$ cat src/design/cau_pkg.sv
`timescale 1ns / 1ps
// ----------------------------------------------------------------------------
// Complex arithmetic unit package
// Types, codes, widths and saturation helper shared by the unit's modules.
// ----------------------------------------------------------------------------
package cau_pkg;

   localparam int FRAC_BITS = 16;
   localparam int Q_W       = 32;
   localparam int P_W       = 2 * Q_W;
   localparam int S_W       = P_W + 1;
   localparam int DIV_CELLS = Q_W;

   localparam logic signed [Q_W-1:0] Q_MAX = {1'b0, {(Q_W-1){1'b1}}};
   localparam logic signed [Q_W-1:0] Q_MIN = {1'b1, {(Q_W-1){1'b0}}};
   localparam logic signed [S_W-1:0] S_MAX = S_W'(Q_MAX);
   localparam logic signed [S_W-1:0] S_MIN = S_W'(Q_MIN);

   typedef enum logic [2:0] {
      MODE_ADD  = 3'd0,
      MODE_SUB  = 3'd1,
      MODE_MUL  = 3'd2,
      MODE_DIV  = 3'd3,
      MODE_CONJ = 3'd4
   } mode_type;

   typedef enum logic [1:0] {
      STAT_OK  = 2'd0,
      STAT_OVF = 2'd1,
      STAT_DZ  = 2'd2
   } status_type;

   typedef struct packed {
      logic signed [Q_W-1:0] val;
      logic                  ovf;
   } sat_type;

   typedef struct packed {
      logic signed [P_W-1:0] rr;
      logic signed [P_W-1:0] ii;
      logic signed [P_W-1:0] ir;
      logic signed [P_W-1:0] ri;
      logic signed [P_W-1:0] brr;
      logic signed [P_W-1:0] bii;
   } prod_type;

   typedef struct packed {
      mode_type              mode;
      logic signed [Q_W-1:0] re;
      logic signed [Q_W-1:0] im;
      logic                  ovf;
      logic                  dz;
      logic                  neg_re;
      logic                  neg_im;
      logic                  big_re;
      logic                  big_im;
      logic [P_W-1:0]        den;
   } side_type;

   typedef struct packed {
      logic [P_W-1:0] rem;
      logic [Q_W-1:0] dq;
   } lane_type;

   function automatic sat_type sat_q(input logic signed [S_W-1:0] v);
      sat_type r;
      r.val = v[Q_W-1:0];
      r.ovf = 1'b0;
      if (v > S_MAX) begin
         r.val = Q_MAX;
         r.ovf = 1'b1;
      end else if (v < S_MIN) begin
         r.val = Q_MIN;
         r.ovf = 1'b1;
      end
      return r;
   endfunction

endpackage

$ cat src/design/cau_prep_stage.sv
`timescale 1ns / 1ps
// ----------------------------------------------------------------------------
// Complex arithmetic unit preparation stages
// Sums products, finishes multiply, and sets up divider magnitudes and checks.
// ----------------------------------------------------------------------------
module cau_prep_stage import cau_pkg::*; (
   input  logic     clock,
   input  logic     reset,
   input  logic     up_valid,
   output logic     up_ready,
   input  prod_type up_prod,
   input  side_type up_side,
   output logic     dn_valid,
   input  logic     dn_ready,
   output side_type dn_side,
   output lane_type dn_lane_re,
   output lane_type dn_lane_im
);

   logic                  a_valid_ff, b_valid_ff, a_ready;
   side_type              a_side_ff, a_side_in, b_side_ff, b_side_in;
   logic signed [S_W-1:0] m_re, m_im, nre_in, nim_in, a_nre_ff, a_nim_ff;
   sat_type               mr, mi;
   logic [P_W-1:0]        mag_re, mag_im, r0_re, r0_im;
   lane_type              b_lre_ff, b_lim_ff, lre_in, lim_in;

   // stage a: sums and multiply result
   assign m_re   = S_W'(up_prod.rr) - S_W'(up_prod.ii);
   assign m_im   = S_W'(up_prod.ir) + S_W'(up_prod.ri);
   assign nre_in = S_W'(up_prod.rr) + S_W'(up_prod.ii);
   assign nim_in = S_W'(up_prod.ir) - S_W'(up_prod.ri);
   assign mr     = sat_q(m_re >>> FRAC_BITS);
   assign mi     = sat_q(m_im >>> FRAC_BITS);

   always_comb begin
      a_side_in     = up_side;
      a_side_in.den = $unsigned(up_prod.brr) + $unsigned(up_prod.bii);
      if (up_side.mode == MODE_MUL) begin
         a_side_in.re  = mr.val;
         a_side_in.im  = mi.val;
         a_side_in.ovf = mr.ovf | mi.ovf;
      end
   end

   assign up_ready = !a_valid_ff || a_ready;

   always_ff @(posedge clock) begin
      if (reset) begin
         a_valid_ff <= 1'b0;
      end else if (up_ready) begin
         a_valid_ff <= up_valid;
      end
   end

   always_ff @(posedge clock) begin
      if (up_valid && up_ready) begin
         a_side_ff <= a_side_in;
         a_nre_ff  <= nre_in;
         a_nim_ff  <= nim_in;
      end
   end

   // stage b: magnitudes and quotient range check
   assign mag_re = a_nre_ff[S_W-1] ? P_W'(-a_nre_ff) : a_nre_ff[P_W-1:0];
   assign mag_im = a_nim_ff[S_W-1] ? P_W'(-a_nim_ff) : a_nim_ff[P_W-1:0];
   assign r0_re  = mag_re >> (Q_W - FRAC_BITS);
   assign r0_im  = mag_im >> (Q_W - FRAC_BITS);

   always_comb begin
      b_side_in        = a_side_ff;
      b_side_in.neg_re = a_nre_ff[S_W-1];
      b_side_in.neg_im = a_nim_ff[S_W-1];
      b_side_in.big_re = r0_re >= a_side_ff.den;
      b_side_in.big_im = r0_im >= a_side_ff.den;
      lre_in.rem       = r0_re;
      lre_in.dq        = mag_re[Q_W-1:0] << FRAC_BITS;
      lim_in.rem       = r0_im;
      lim_in.dq        = mag_im[Q_W-1:0] << FRAC_BITS;
   end

   assign a_ready = !b_valid_ff || dn_ready;

   always_ff @(posedge clock) begin
      if (reset) begin
         b_valid_ff <= 1'b0;
      end else if (a_ready) begin
         b_valid_ff <= a_valid_ff;
      end
   end

   always_ff @(posedge clock) begin
      if (a_valid_ff && a_ready) begin
         b_side_ff <= b_side_in;
         b_lre_ff  <= lre_in;
         b_lim_ff  <= lim_in;
      end
   end

   assign dn_valid   = b_valid_ff;
   assign dn_side    = b_side_ff;
   assign dn_lane_re = b_lre_ff;
   assign dn_lane_im = b_lim_ff;

endmodule

$ cat config.mk
export PLATFORM = sky130hd
export DESIGN_NAME = cau_prep_stage
export DESIGN_NICKNAME = d
export VERILOG_FILES = /design/src/design/cau_pkg.sv /design/src/design/cau_prep_stage.sv
export SDC_FILE = /design/constraint.sdc
export NUM_CORES = 1
export LEC_CHECK = 0
export BUFFER_PORTS_ARGS = -buffer_cell sky130_fd_sc_hd__buf_2
export CAP_MARGIN = 15
export CORE_AREA = 2 2 330 332
export DETAILED_ROUTE_END_ITERATION = 10
export DIE_AREA = 0 0 332 334
export GPL_ROUTABILITY_DRIVEN = 1
export HOLD_SLACK_MARGIN = 0.08
export PLACE_DENSITY = 0.59
export SETUP_SLACK_MARGIN = 0.15
export SYNTH_ARGS = -nofsm -noshare
export SYNTH_HDL_FRONTEND = slang
export SYNTH_SLANG_ARGS = --single-unit
$ cat constraint.sdc
create_clock -name clock -period 26.5 [get_ports clock]
set_input_delay 5.3 -clock clock [delete_from_list [all_inputs] [get_ports clock]]
set_output_delay 5.3 -clock clock [all_outputs]
set_load 0.1 [all_outputs]
==> impl_metrics.csv <==
group,metric,value,unit
detailed_routing,ant_nets,0,
synthesis,synthesis.area,0.0402,mm2
timing,fin_tns_setup,0,ns
layout,finalNetCount,5803,
placed_design,numPlacedInstances,6208,
worst_setup_path,cp-end-kind,"primary output",
detailed_routing,vias_per_cell,5.53,
timing,fin_crit,11.47,ns
layout,final_common_cell,"buf_2",
placed_design,place_ws,15.05,ns
detailed_routing,first_iter_violations,2875,
synthesis,ys_warn_count,0,
synthesis,synth_area_per_cell,9.56,um2
layout,final_cells,6344,
clock_tree,root_buffer,"clkbuf_16",
timing,setup_ws,15.03,ns
clock_tree,cts_resized,0,
synthesis,seq_area_frac_synth,39.6,%
layout,final_cell_mix,"buf_2 (723), edfxtp_1 (528), ha_1 (417)",
layout,postLayoutCellArea,0.0471,mm2
clock_tree,path_clk_slew,0.06,ns
power_and_ir_drop,cellLeakagePower,0.0196,uW
worst_setup_path,cp.required,21.20,ns
detailed_routing,wl_per_cell,23.8,um
floorplan,die_y,334,um
layout,fill_cells,10800,
clock_tree,clockBufferDepth,3,
synthesis,synth_top_flop_cell,"edfxtp_1",
placed_design,place.gp.congestion,0.970,
clock_tree,numCtsBuffers,61,
timing,rsz0062_at_grt,"false",
clock_tree,cts.sinks,530,
synthesis,synth_cell_type_count,79,
floorplan,die-width,332,um
placed_design,place_area,0.0449,mm2
global_route,grt_pass1_vias,33500,
timing,slew_headroom,19.3,%
timing,fin_crit_sh,43.3,%
synthesis,synthCells,4205,
worst_setup_path,worstPathArrival,6.17,ns
worst_setup_path,worst-path-max-fanout,4,
clock_tree,post_cts_buffers,0,
global_route,grt_start_max_net_pins,75,
timing,fmax,87.2,MHz
floorplan,initial_utilization,37.3,%
detailed_routing,vias,35100,
timing,skew,0.0363,ns
clock_tree,clock_latency,0.70,ns
placed_design,hpwl,126000,um
synthesis,synth_edf_count,528,
power_and_ir_drop,max-vdd-ir-drop,0.0000520,V
global_route,grt_pass1_wl,219000,um
detailed_routing,wirelength,151000,um
layout,area_growth,17.2,%
synthesis,yosys_register_bits,530,
layout,final_layout_size_suffix_gt1_share,18.2,%
flow_run,max_cap_viol_count,0,
global_route,gr-total-overflow,0,
detailed_routing,drc,0,
timing,hold_violations,0,
global_route,track_usage,26.3,%
timing,tightestPinTransition,1.21,ns
synthesis,ys_async_sr_fraction,0,%
clock_tree,cts_tree,"yes",
outcome,status,"complete, no violations",
detailed_routing,firstDrtPassIters,5,
worst_hold_path,hp-class,"reg2reg",
power_and_ir_drop,powerDensity,65.9,mW/mm2
worst_setup_path,cp-start-kind,"input port",
clock_tree,htreeDepth,2,
floorplan,pin_count,856,
timing,slew_viol_final,0,
timing,finalSetupViolCount,0,
floorplan,die_area,0.111,mm2
layout,post-route-util,43.7,%
clock_tree,ctsHoldBuffers,0,
worst_setup_path,path_class,"in2out",
floorplan,num_rows,121,
floorplan,coreArea,0.108,mm2
global_route,antenna_found_initial,42,
placed_design,io_buffers,723,
==> synthesized netlist by cell type, types with 35 or more instances <==
cell type	instances	area, um2
a21o_1	116	871
a21oi_1	383	1920
buf_4	64	480
clkbuf_1	140	526
edfxtp_1	528	15900
ha_1	417	5220
inv_1	333	1250
nand2_1	207	777
nand2b_1	63	394
nand3_1	65	325
nand4_1	55	344
nor2_1	334	1250
nor2b_1	53	332
nor3_1	74	370
nor4_1	65	407
o21ai_0	245	1230
o21bai_1	77	578
o22ai_1	35	219
o31ai_1	85	638
xnor2_1	343	3000
xor2_1	41	359
==> state kept, by name (all words and copies together), names as in the netlist <==
name        flops
dn_side       137
a_side_ff     133
a_nim_ff       65
a_nre_ff       65
dn_lane_im     64
dn_lane_re     64
a_valid_ff      1
dn_valid        1
==> worst max-delay path, stage by stage <==
cell	delay, ns
buf_2	0.09
nor2b_1	0.33
nand2_1	0.13
buf_2	0.31
==> power by group <==
group | switching (uW) | internal (uW)
registers | 59.6 | 1050
clock network | 374 | 516
logic | 783 | 322
total | 1220 | 1890
==> logic make-up after synthesis <==
group,synth area share (%)
flip-flops,39.6
buffers and inverters,5.77
multiplexers,0.199
AND/OR/NAND/NOR,13.3
XOR/XNOR,8.37
other,0.00933
adder cells (fa/ha/maj),13.1
AO/OA/AOI/OAI,19.6
==> through the flow <==
step | hold WS (ns) | total power (uW)
6_report | 0.416 | 3100
2_1_floorplan | 0.400 | 1910
5_1_grt | 0.422 | 3250
3_5_place_dp | 0.405 | 2220
4_1_cts | 0.414 | 3120
3_3_place_gp | 0.401 | 2220
==> per-layer routing <==
| layer | part of all wire (%) | wire (um) | global-route usage [%] | vias to the layer above |
|---|---|---|---|---|
| met5 | 0.049 | 74 | 0 | - |
| met4 | 3.6 | 5390 | 8.68 | 12 |
| met1 | 44 | 65700 | 34.7 | 16900 |
| met3 | 6.1 | 9150 | 4.15 | 230 |
| met2 | 47 | 70400 | 43.9 | 1262 |
| li1 | - | - | - | 16700 |
==> path summary, 6_finish.rpt <==
| path | start | to | slack (ns) | depth (start not counted) |
|---|---|---|---|---|
| worst min-delay path | a_side_ff[90] | dn_side[90] | 0.42 | 0 |
| worst max-delay path | dn_ready | up_ready | 15.03 | 4 |
| worst max register to register | a_nre_ff[6] | dn_side[65] | 19.71 | 22 |
| worst min register to register | a_side_ff[90] | dn_side[90] | 0.42 | 0 |
==> cell type report <==
class / count / area, um2 / share of cell area, %
tap: 1414 / 1770 / 3.76
inverter: 337 / 1260 / 2.69
timing repair buffer: 743 / 3770 / 8.00
multi-input combinational: 3185 / 22300 / 47.2
clock inverter: 45 / 548 / 1.16
antenna: 20 / 50.0 / 0.106
sequential: 530 / 15900 / 33.7
clock buffer: 70 / 1560 / 3.31
(Power assumes the default switching activity.)
