### src/design/cau_pkg.sv
`timescale 1ns / 1ps
// ----------------------------------------------------------------------------
// Complex arithmetic unit package
// Types, codes, widths and saturation helper shared by the unit's modules.
// ----------------------------------------------------------------------------
package cau_pkg;

   localparam int FRAC_BITS = 16;
   localparam int Q_W       = 32;
   localparam int P_W       = 2 * Q_W;
   localparam int S_W       = P_W + 1;
   localparam int DIV_CELLS = Q_W;

   localparam logic signed [Q_W-1:0] Q_MAX = {1'b0, {(Q_W-1){1'b1}}};
   localparam logic signed [Q_W-1:0] Q_MIN = {1'b1, {(Q_W-1){1'b0}}};
   localparam logic signed [S_W-1:0] S_MAX = S_W'(Q_MAX);
   localparam logic signed [S_W-1:0] S_MIN = S_W'(Q_MIN);

   typedef enum logic [2:0] {
      MODE_ADD  = 3'd0,
      MODE_SUB  = 3'd1,
      MODE_MUL  = 3'd2,
      MODE_DIV  = 3'd3,
      MODE_CONJ = 3'd4
   } mode_type;

   typedef enum logic [1:0] {
      STAT_OK  = 2'd0,
      STAT_OVF = 2'd1,
      STAT_DZ  = 2'd2
   } status_type;

   typedef struct packed {
      logic signed [Q_W-1:0] val;
      logic                  ovf;
   } sat_type;

   typedef struct packed {
      logic signed [P_W-1:0] rr;
      logic signed [P_W-1:0] ii;
      logic signed [P_W-1:0] ir;
      logic signed [P_W-1:0] ri;
      logic signed [P_W-1:0] brr;
      logic signed [P_W-1:0] bii;
   } prod_type;

   typedef struct packed {
      mode_type              mode;
      logic signed [Q_W-1:0] re;
      logic signed [Q_W-1:0] im;
      logic                  ovf;
      logic                  dz;
      logic                  neg_re;
      logic                  neg_im;
      logic                  big_re;
      logic                  big_im;
      logic [P_W-1:0]        den;
   } side_type;

   typedef struct packed {
      logic [P_W-1:0] rem;
      logic [Q_W-1:0] dq;
   } lane_type;

   function automatic sat_type sat_q(input logic signed [S_W-1:0] v);
      sat_type r;
      r.val = v[Q_W-1:0];
      r.ovf = 1'b0;
      if (v > S_MAX) begin
         r.val = Q_MAX;
         r.ovf = 1'b1;
      end else if (v < S_MIN) begin
         r.val = Q_MIN;
         r.ovf = 1'b1;
      end
      return r;
   endfunction

endpackage

### src/design/cau_div_cell.sv
`timescale 1ns / 1ps
// ----------------------------------------------------------------------------
// Complex arithmetic unit divider cell
// One restoring quotient bit for the real and imaginary lanes per cell.
// ----------------------------------------------------------------------------
module cau_div_cell import cau_pkg::*; (
   input  logic     clock,
   input  logic     reset,
   input  logic     up_valid,
   output logic     up_ready,
   input  side_type up_side,
   input  lane_type up_lane_re,
   input  lane_type up_lane_im,
   output logic     dn_valid,
   input  logic     dn_ready,
   output side_type dn_side,
   output lane_type dn_lane_re,
   output lane_type dn_lane_im
);

   function automatic lane_type div_step(input lane_type l, input logic [P_W-1:0] den);
      logic [P_W:0] trial;
      logic         fit;
      lane_type     r;
      trial = {l.rem, l.dq[Q_W-1]};
      fit   = trial >= {1'b0, den};
      r.rem = fit ? P_W'(trial - {1'b0, den}) : trial[P_W-1:0];
      r.dq  = {l.dq[Q_W-2:0], fit};
      return r;
   endfunction

   logic     valid_ff;
   side_type side_ff;
   lane_type lre_ff, lim_ff;

   assign up_ready = !valid_ff || dn_ready;

   always_ff @(posedge clock) begin
      if (reset) begin
         valid_ff <= 1'b0;
      end else if (up_ready) begin
         valid_ff <= up_valid;
      end
   end

   always_ff @(posedge clock) begin
      if (up_valid && up_ready) begin
         side_ff <= up_side;
         lre_ff  <= div_step(up_lane_re, up_side.den);
         lim_ff  <= div_step(up_lane_im, up_side.den);
      end
   end

   assign dn_valid   = valid_ff;
   assign dn_side    = side_ff;
   assign dn_lane_re = lre_ff;
   assign dn_lane_im = lim_ff;

endmodule

### config.mk
export PLATFORM = sky130hd
export DESIGN_NAME = cau_div_cell
export DESIGN_NICKNAME = d
export VERILOG_FILES = /design/src/design/cau_pkg.sv /design/src/design/cau_div_cell.sv
export SDC_FILE = /design/constraint.sdc
export NUM_CORES = 1
export LEC_CHECK = 0
export ABC_CLOCK_PERIOD_IN_PS = 12050
export BUFFER_PORTS_ARGS = -buffer_cell sky130_fd_sc_hd__buf_2
export CORE_AREA = 10 10 249 251
export CTS_BUF_LIST = sky130_fd_sc_hd__clkbuf_2 sky130_fd_sc_hd__clkbuf_4 sky130_fd_sc_hd__clkbuf_8
export CTS_CLUSTER_SIZE = 12
export DETAILED_ROUTE_END_ITERATION = 10
export DIE_AREA = 0 0 259 261
export GPL_ROUTABILITY_DRIVEN = 0
export PLACE_DENSITY = 0.66
export SLEW_MARGIN = 20
export SYNTH_ARGS = -nofsm -noshare
export SYNTH_HDL_FRONTEND = slang
export SYNTH_SLANG_ARGS = --single-unit
### constraint.sdc
create_clock -name clock -period 12.05 [get_ports clock]
set_input_delay 2.41 -clock clock [delete_from_list [all_inputs] [get_ports clock]]
set_output_delay 2.41 -clock clock [all_outputs]
set_load 0.005 [all_outputs]
==> results.yml, run 1 <==
run_status:
  status: "finished clean"
global_route:
  grt_max_degree: 141
  antenna_found_initial: 62
  overflow: 0
  grt_usage: 0.239
  grt_first_pass_wirelength_um: 120000
  grt_pass1_vias: 18100
setup_path:
  critPathRequiredTime_ns: 12.46
  crit_path_frequent_cell: "a21oi_1"
  start_kind: "primary input"
  crit_type: "in -> reg"
  crit_chain: "buf_2 > inv_1 > ha_1 > a21oi_1 > o21ai_1 > a21oi_1 > o21ai_0 > nand3_1 > a31oi_4 > o211ai_4 > and2_4 > buf_4 > mux2_1"
  cp_slowest_cell: "o211ai_4"
  cp_data_arrival_time_ns: 6.74
  crit_buf_inv: 3
  critPathTopFamily: "compound AO/OA/AOI/OAI gates"
  slowest_delay_ns: 0.70
  rrSetupSlack_ns: 8.80
  crit_fanout: 38
  end_kind: "flip-flop"
synthesis:
  muxShareOfSynthArea: 0.0381
  ys_ff_latch: 330
  yosys.area.top_type_share: 0.498
  syn_nets: 2290
  yosys.area_share.simple: 0.115
  synth_edf_count: 329
  synth_area_um2: 19900
  synth_top_family_by_area: "compound AO/OA/AOI/OAI gates"
  syn_inst: 1827
  ys_warn_count: 0
  synth_seq_area_share: 0.499
  synthAdderAreaFrac: 0.0827
  ys_types: 91
  synth.area.top_cells: "edfxtp_1 50%, ha_1 8.1%, a21oi_1 4.7%"
  async_flop_share: 0
  yosys_most_used_dff: "edfxtp_1"
  synth_top_cell_by_area: "edfxtp_1"
  avgSynthCellArea_um2: 10.9
  synth-xor-area-share: 0.0432
  synth_compound_area_frac: 0.181
die:
  chipHeight_um: 261
  die_w_um: 259
  num_rows: 88
  initial_core_util: 0.347
  die_area_um2: 67600
  pin_count: 664
  core_um2: 57100
power:
  power.density_nw_per_um2: 136
  comb_power_share: 0.253
  leakagePower_nw: 11.0
  p_int_mw: 2.37
  switching_share: 0.308
  p_seq_frac: 0.418
  clkPwrFrac: 0.329
  power.net_switching_mw: 1.06
  max-vdd-ir-drop_uv: 98.5
clocking:
  cts_setup_buffers: 0
  clk_latency_ns: 0.67
  cts.sinks: 330
  cts_tree: "yes"
  cts_root_buffer: "clkbuf_8"
  cts_hold_buf: 0
  ctsLongestPathBuffers: 3
  cts_resized: 0
  clkTransAtPathRegs_ns: 0.06
  cts_made_buffers: 61
  htree_levels: 2
sta:
  skew_ns: 0.0132
  rsz0062_at_grt: "no"
  finalCritPeriodShare: 0.525
  fin_tns_setup_ns: 0
  layout_min_cycle_time_ns: 6.33
  fmax_ghz: 0.158
  final-setup-viol-count: 0
  hold_violations: 0
  slew-limit-headroom: 0.324
  worstMarginPinSlew_ns: 1.01
  whs_ns: 0.529
  drv_slew: 0
placement:
  port_buffers: 663
  dpl.hpwl_um: 70500
layout:
  fin_util: 0.440
  area_growth_pct: 26.6
  regArea_um2: 9900
  fillerInstances: 5488
  multi_input_area_um2: 9150
  nNetsFinal: 2954
  layout-drive-gt1-share: 0.333
job:
  maxCapViolCount: 0
drt:
  antenna_left: 0
  vias: 18100
  wl_um: 85300
  dr.pass1.iters: 9
  dr.first_iter.drc_count: 1465
  wl_per_cell_um: 25.7
  via_per_inst: 5.45
  route.detailed.drc: 0
worst_hold_path:
  hp-class: "reg -> reg"
Yosys cell counts, types with 4 or more instances:
cell	instances
a311oi_1	4
nor3_1	22
a41oi_1	5
edfxtp_1	329
buf_4	5
o21ai_1	15
and3_1	27
o21ai_0	107
o31ai_1	26
buf_2	31
o21bai_1	26
clkbuf_1	27
nor2b_1	11
nor4_1	7
and2_1	16
nand2b_1	9
xnor2_1	57
a21oi_1	188
buf_6	7
or3_1	6
a21boi_0	9
nand2_1	136
a21oi_2	4
mux2_4	46
and4_1	8
o211ai_1	7
a221oi_1	5
o21ai_2	4
inv_1	117
a21o_1	64
xor2_1	41
a211oi_1	11
a211o_1	4
nor2_1	111
ha_1	128
nand4_1	38
a31oi_1	21
or2_2	4
o21a_1	15
nand3_1	51
mux2_1	5
per-layer routing:
metal / wire (um) / vias up / GRT usage
met5: 222 / - / 0
li1: - / 8252 / -
met1: 29300 / 8519 / 0.247
met3: 8100 / 264 / 0.0749
met4: 3650 / 30 / 0.101
met2: 44000 / 1009 / 0.439
worst register-to-register path, stage by stage, from the launching register on:
cell and delay (ns):
dfxtp_1 0.30, nand2b_1 0.10, and2_4 0.79, buf_12 0.67
buf_4 0.96
placed cells by master (no fill, tap or decap), drive strengths merged, types with 10 or more instances in the layout:
master	instances
a21o	64
ha	128
o21a	15
and2	18
a21boi	10
o21ai	126
inv	119
o31ai	26
nor2	112
and3	27
buf	672
nand3	52
diode	19
nor3	22
o21bai	26
a21oi	192
nand2	136
nand4	38
nor2b	11
xnor2	57
xor2	41
mux2	51
edfxtp	329
a31oi	22
clkbuf	71
clkinv	26
a211oi	13
sequential cells by signal, indices dropped and copies added, names as in the netlist:
signal and flops:
dn_lane_im 96, dn_valid 1, dn_lane_re 96, dn_side 137
cell type report:
| cell class | instances | area share |
|---|---|---|
| multi-input cells | 1308 | 0.364 |
| diodes | 19 | 0.00189 |
| well taps | 765 | 0.0381 |
| clock inverters | 35 | 0.0125 |
| repair buffers | 672 | 0.135 |
| flip-flops and latches | 330 | 0.394 |
| inverters | 118 | 0.0176 |
| clock buffers | 71 | 0.0366 |
cells by family (layout without fill, tap and decap cells):
| kind of cell | count (synthesis) | count (layout) |
|---|---|---|
| other | 0 | 19 |
| XOR/XNOR | 98 | 98 |
| AO/OA/AOI/OAI | 563 | 563 |
| buffers and inverters | 189 | 896 |
| multiplexers | 52 | 52 |
| AND/OR/NAND/NOR | 465 | 465 |
| flip-flops | 330 | 330 |
| adder cells (fa/ha/maj) | 130 | 130 |
path summary, 6_finish.rpt:
path,depth (start not counted),from,endpoint
worst max-delay path,13,up_side[18],dn_lane_im[37]
worst min register to register,2,dn_valid,dn_valid
worst max register to register,4,dn_valid,dn_lane_re[22]
worst min-delay path,2,dn_valid,dn_valid
through the flow:
step	cell area (um^2)	worst slack, ns	power (mW)	std cells
floorplan	19900	1.28	1.98	1827
global placement	23800	4.89	2.30	3193
detailed placement	23800	4.85	2.31	3193
CTS	25100	5.56	3.45	3299
global route	25100	5.67	3.59	3314
finish	25100	5.72	3.43	3318
power groups by stage:
stage                     clock (mW)  combinational, mW  sequential, mW
after floorplan                    0              0.499            1.48
after global placement             0              0.845            1.45
after detailed placement           0              0.857            1.45
after CTS                       1.16              0.862            1.43
after global routing            1.21              0.943            1.44
final                           1.13              0.866            1.43
No activity file was read; power rests on OpenSTA's default activity.
==> run 2, diff against run 1 <==
--- a/config.mk
+++ b/config.mk
@@ -5,15 +5,16 @@
 export SDC_FILE = /design/constraint.sdc
 export NUM_CORES = 1
 export LEC_CHECK = 0
-export ABC_CLOCK_PERIOD_IN_PS = 12050
+export ABC_AREA = 1
+export ABC_CLOCK_PERIOD_IN_PS = 5200
 export BUFFER_PORTS_ARGS = -buffer_cell sky130_fd_sc_hd__buf_2
-export CORE_AREA = 10 10 249 251
+export CORE_AREA = 10 10 250 252
 export CTS_BUF_LIST = sky130_fd_sc_hd__clkbuf_2 sky130_fd_sc_hd__clkbuf_4 sky130_fd_sc_hd__clkbuf_8
 export CTS_CLUSTER_SIZE = 12
 export DETAILED_ROUTE_END_ITERATION = 10
-export DIE_AREA = 0 0 259 261
+export DIE_AREA = 0 0 260 262
 export GPL_ROUTABILITY_DRIVEN = 0
-export PLACE_DENSITY = 0.66
+export PLACE_DENSITY = 0.76
 export SLEW_MARGIN = 20
 export SYNTH_ARGS = -nofsm -noshare
 export SYNTH_HDL_FRONTEND = slang
==> constraint.sdc (replaced) <==
create_clock -name clock -period 5.2 [get_ports clock]
set_input_delay 1.04 -clock clock [delete_from_list [all_inputs] [get_ports clock]]
set_output_delay 1.04 -clock clock [all_outputs]
set_load 0.005 [all_outputs]
==> run 2 against run 1 <==
  * Sequential power rose by 130%
  * Via count rose by 40%
  * Largest power group unchanged
  * Non-clock buffer count is 2 higher
==> results.yml, run 2 <==
synthesis:
  yosys.area.top_type_share: 0.414
  ys_types: 37
  synth_area_um2: 23900
  ys_warn_count: 0
  synth_top_cell_by_area: "edfxtp_1"
  syn_nets: 3849
  synth.area.top_cells: "edfxtp_1 41%, nand2_1 21%, inv_1 11%"
  avgSynthCellArea_um2: 7.06
  synth_edf_count: 329
  async_flop_share: 0
  synth_most_common_cell: "nand2_1"
  synth_seq_area_share: 0.414
  yosys_most_used_dff: "edfxtp_1"
  ys_ff_latch: 330
  syn_inst: 3386
  synth_commonest_cells: "1353 x nand2_1, 707 x inv_1, 329 x edfxtp_1"
setup_path:
  start_kind: "primary input"
  crit_chain: "buf_2 > inv_1 > ha_1 > nand2_1 > nor2_1 > nand2_1 > nor2_1 > inv_1 > nor2_1 > nand3_1 > nand3_2 > nor2_4 > nand2_4 > buf_4 > o21ai_0"
  cp_slowest_cell: "buf_4"
  end_kind: "flip-flop"
  crit_path_frequent_cell: "nor2_1"
  cp_data_arrival_time_ns: 3.55
  crit_fanout: 43
  critPathRequiredTime_ns: 5.59
  crit_type: "in -> reg"
  slowest_delay_ns: 0.41
sta:
  final.setup.worst_slack_ns: 2.04
  slew-limit-headroom: 0.433
  worstMarginPinSlew_ns: 0.850
  layout_min_cycle_time_ns: 3.16
  finalCritPeriodShare: 0.607
  fmax_ghz: 0.317
  drv_slew: 0
  final-setup-viol-count: 0
  hold_violations: 0
  skew_ns: 0.0209
  whs_ns: 0.539
  rsz0062_at_grt: "no"
clocking:
  cts_made_buffers: 58
  cts_setup_buffers: 0
  cts_tree: "yes"
  clkTransAtPathRegs_ns: 0.07
  cts_root_buffer: "clkbuf_8"
  ctsLongestPathBuffers: 3
  clk_latency_ns: 0.68
  cts_hold_buf: 0
  cts.sinks: 330
  htree_levels: 2
  cts_resized: 0
layout:
  fin_cells: 4913
  layout_common_cells: "1353 x nand2_1, 705 x inv_1, 663 x buf_2"
  finalInstanceArea_um2: 29300
  largest_reg_flops: 137
  area_growth_pct: 22.8
  layout-drive-gt1-share: 0.203
  nNetsFinal: 4545
  final_common_cell: "nand2_1"
  fillerInstances: 5665
drt:
  dr.first_iter.drc_count: 2840
  via_per_inst: 5.14
  antenna_left: 0
  route.detailed.drc: 0
  wl_um: 106000
  dr.pass1.iters: 7
  wl_per_cell_um: 21.6
  vias: 25300
global_route:
  grt_max_degree: 128
  grt_pass1_vias: 23700
  overflow: 0
  antenna_found_initial: 36
  grt_first_pass_wirelength_um: 149000
  grt_usage: 0.296
die:
  core_um2: 57400
  die_w_um: 260
  initial_core_util: 0.416
  num_rows: 88
  die_area_um2: 68100
  pin_count: 664
  chipHeight_um: 262
run_status:
  status: "finished clean"
power:
  leakagePower_nw: 16.3
  max-vdd-ir-drop_uv: 179
  power.density_nw_per_um2: 277
placement:
  post-place-cells: 4787
  pre_cts_ws_ns: 1.52
  dpl.hpwl_um: 89800
  dpl_cell_area_um2: 28100
  port_buffers: 663
job:
  maxCapViolCount: 0
worst_hold_path:
  hp-class: "in -> reg"
## run 2: cell count changes in the layout (fill, tap and decap cells not counted), moves of 33 or more
cell,previous run,this run
nand2_1,136,1353
inv_1,117,705
nand3_1,51,284
nor2_1,111,210
a21oi_1,188,90
o21ai_0,107,17
a21o_1,64,1
xnor2_1,57,2
mux2_4,46,0
nand2_2,0,33
## run 2: routing by layer
metal	share of wire	track usage	vias to the layer above	wire length [um]
met5	0.00074	0	-	78
li1	-	-	11900	-
met4	0.059	0.155	14	6210
met1	0.36	0.339	11400	37700
met3	0.11	0.0655	363	11200
met2	0.48	0.512	1553	50800
## run 2: where the power goes
group / switching (mW) / internal (mW) / total [mW]
Combinational: 1.51 / 0.754 / 2.26
Clock: 1.12 / 1.43 / 2.55
Sequential: 0.0833 / 3.23 / 3.32
Total: 2.72 / 5.41 / 8.13
## run 2: critical path, delay by kind of cell
kind            cells  cell delay [ns]
compound gates      1             0.18
fa+ha+maj           1             0.39
buf+inv             4             0.73
simple gates        9             1.19
## run 2: final cells by class
cell class,count,area (um^2),area share
clock inverter,27,267,0.00908
inverter,715,2690,0.0917
sequential,330,9900,0.337
timing repair buffer,674,3450,0.118
multi-input combinational,2303,11100,0.378
antenna,22,55.1,0.00188
tap,765,957,0.0326
clock buffer,77,941,0.0321
## run 2: metrics by stage
stage | total power, mW | setup TNS, ns | util
after global placement | 5.56 | 0 | 0.489
after global routing | 8.53 | 0 | 0.511
after CTS | 8.14 | 0 | 0.510
after floorplan | 4.66 | -553.02 | -
final | 8.13 | 0 | 0.511
after detailed placement | 5.58 | 0 | 0.489
## run 2: worst paths after layout
kind                     from              to  slack [ns]  depth (start not counted)
setup reg to reg     dn_valid  dn_lane_re[42]        3.39                          2
setup / recovery  up_side[27]  dn_lane_im[32]        2.04                         15
hold reg to reg      dn_valid        dn_valid        0.56                          2
hold / removal          reset        dn_valid        0.54                          2
## run 2: kinds of logic (layout without fill, tap and decap cells)
family                   after synthesis  count (layout)  synth area share
XOR/XNOR                              62              62            0.0227
AO/OA/AOI/OAI                        114             114            0.0246
AND/OR/NAND/NOR                     1997            1997             0.347
flip-flops                           330             330             0.414
other                                  0              22                 0
adder cells (fa/ha/maj)              130             130            0.0687
buffers and inverters                753            1493             0.122
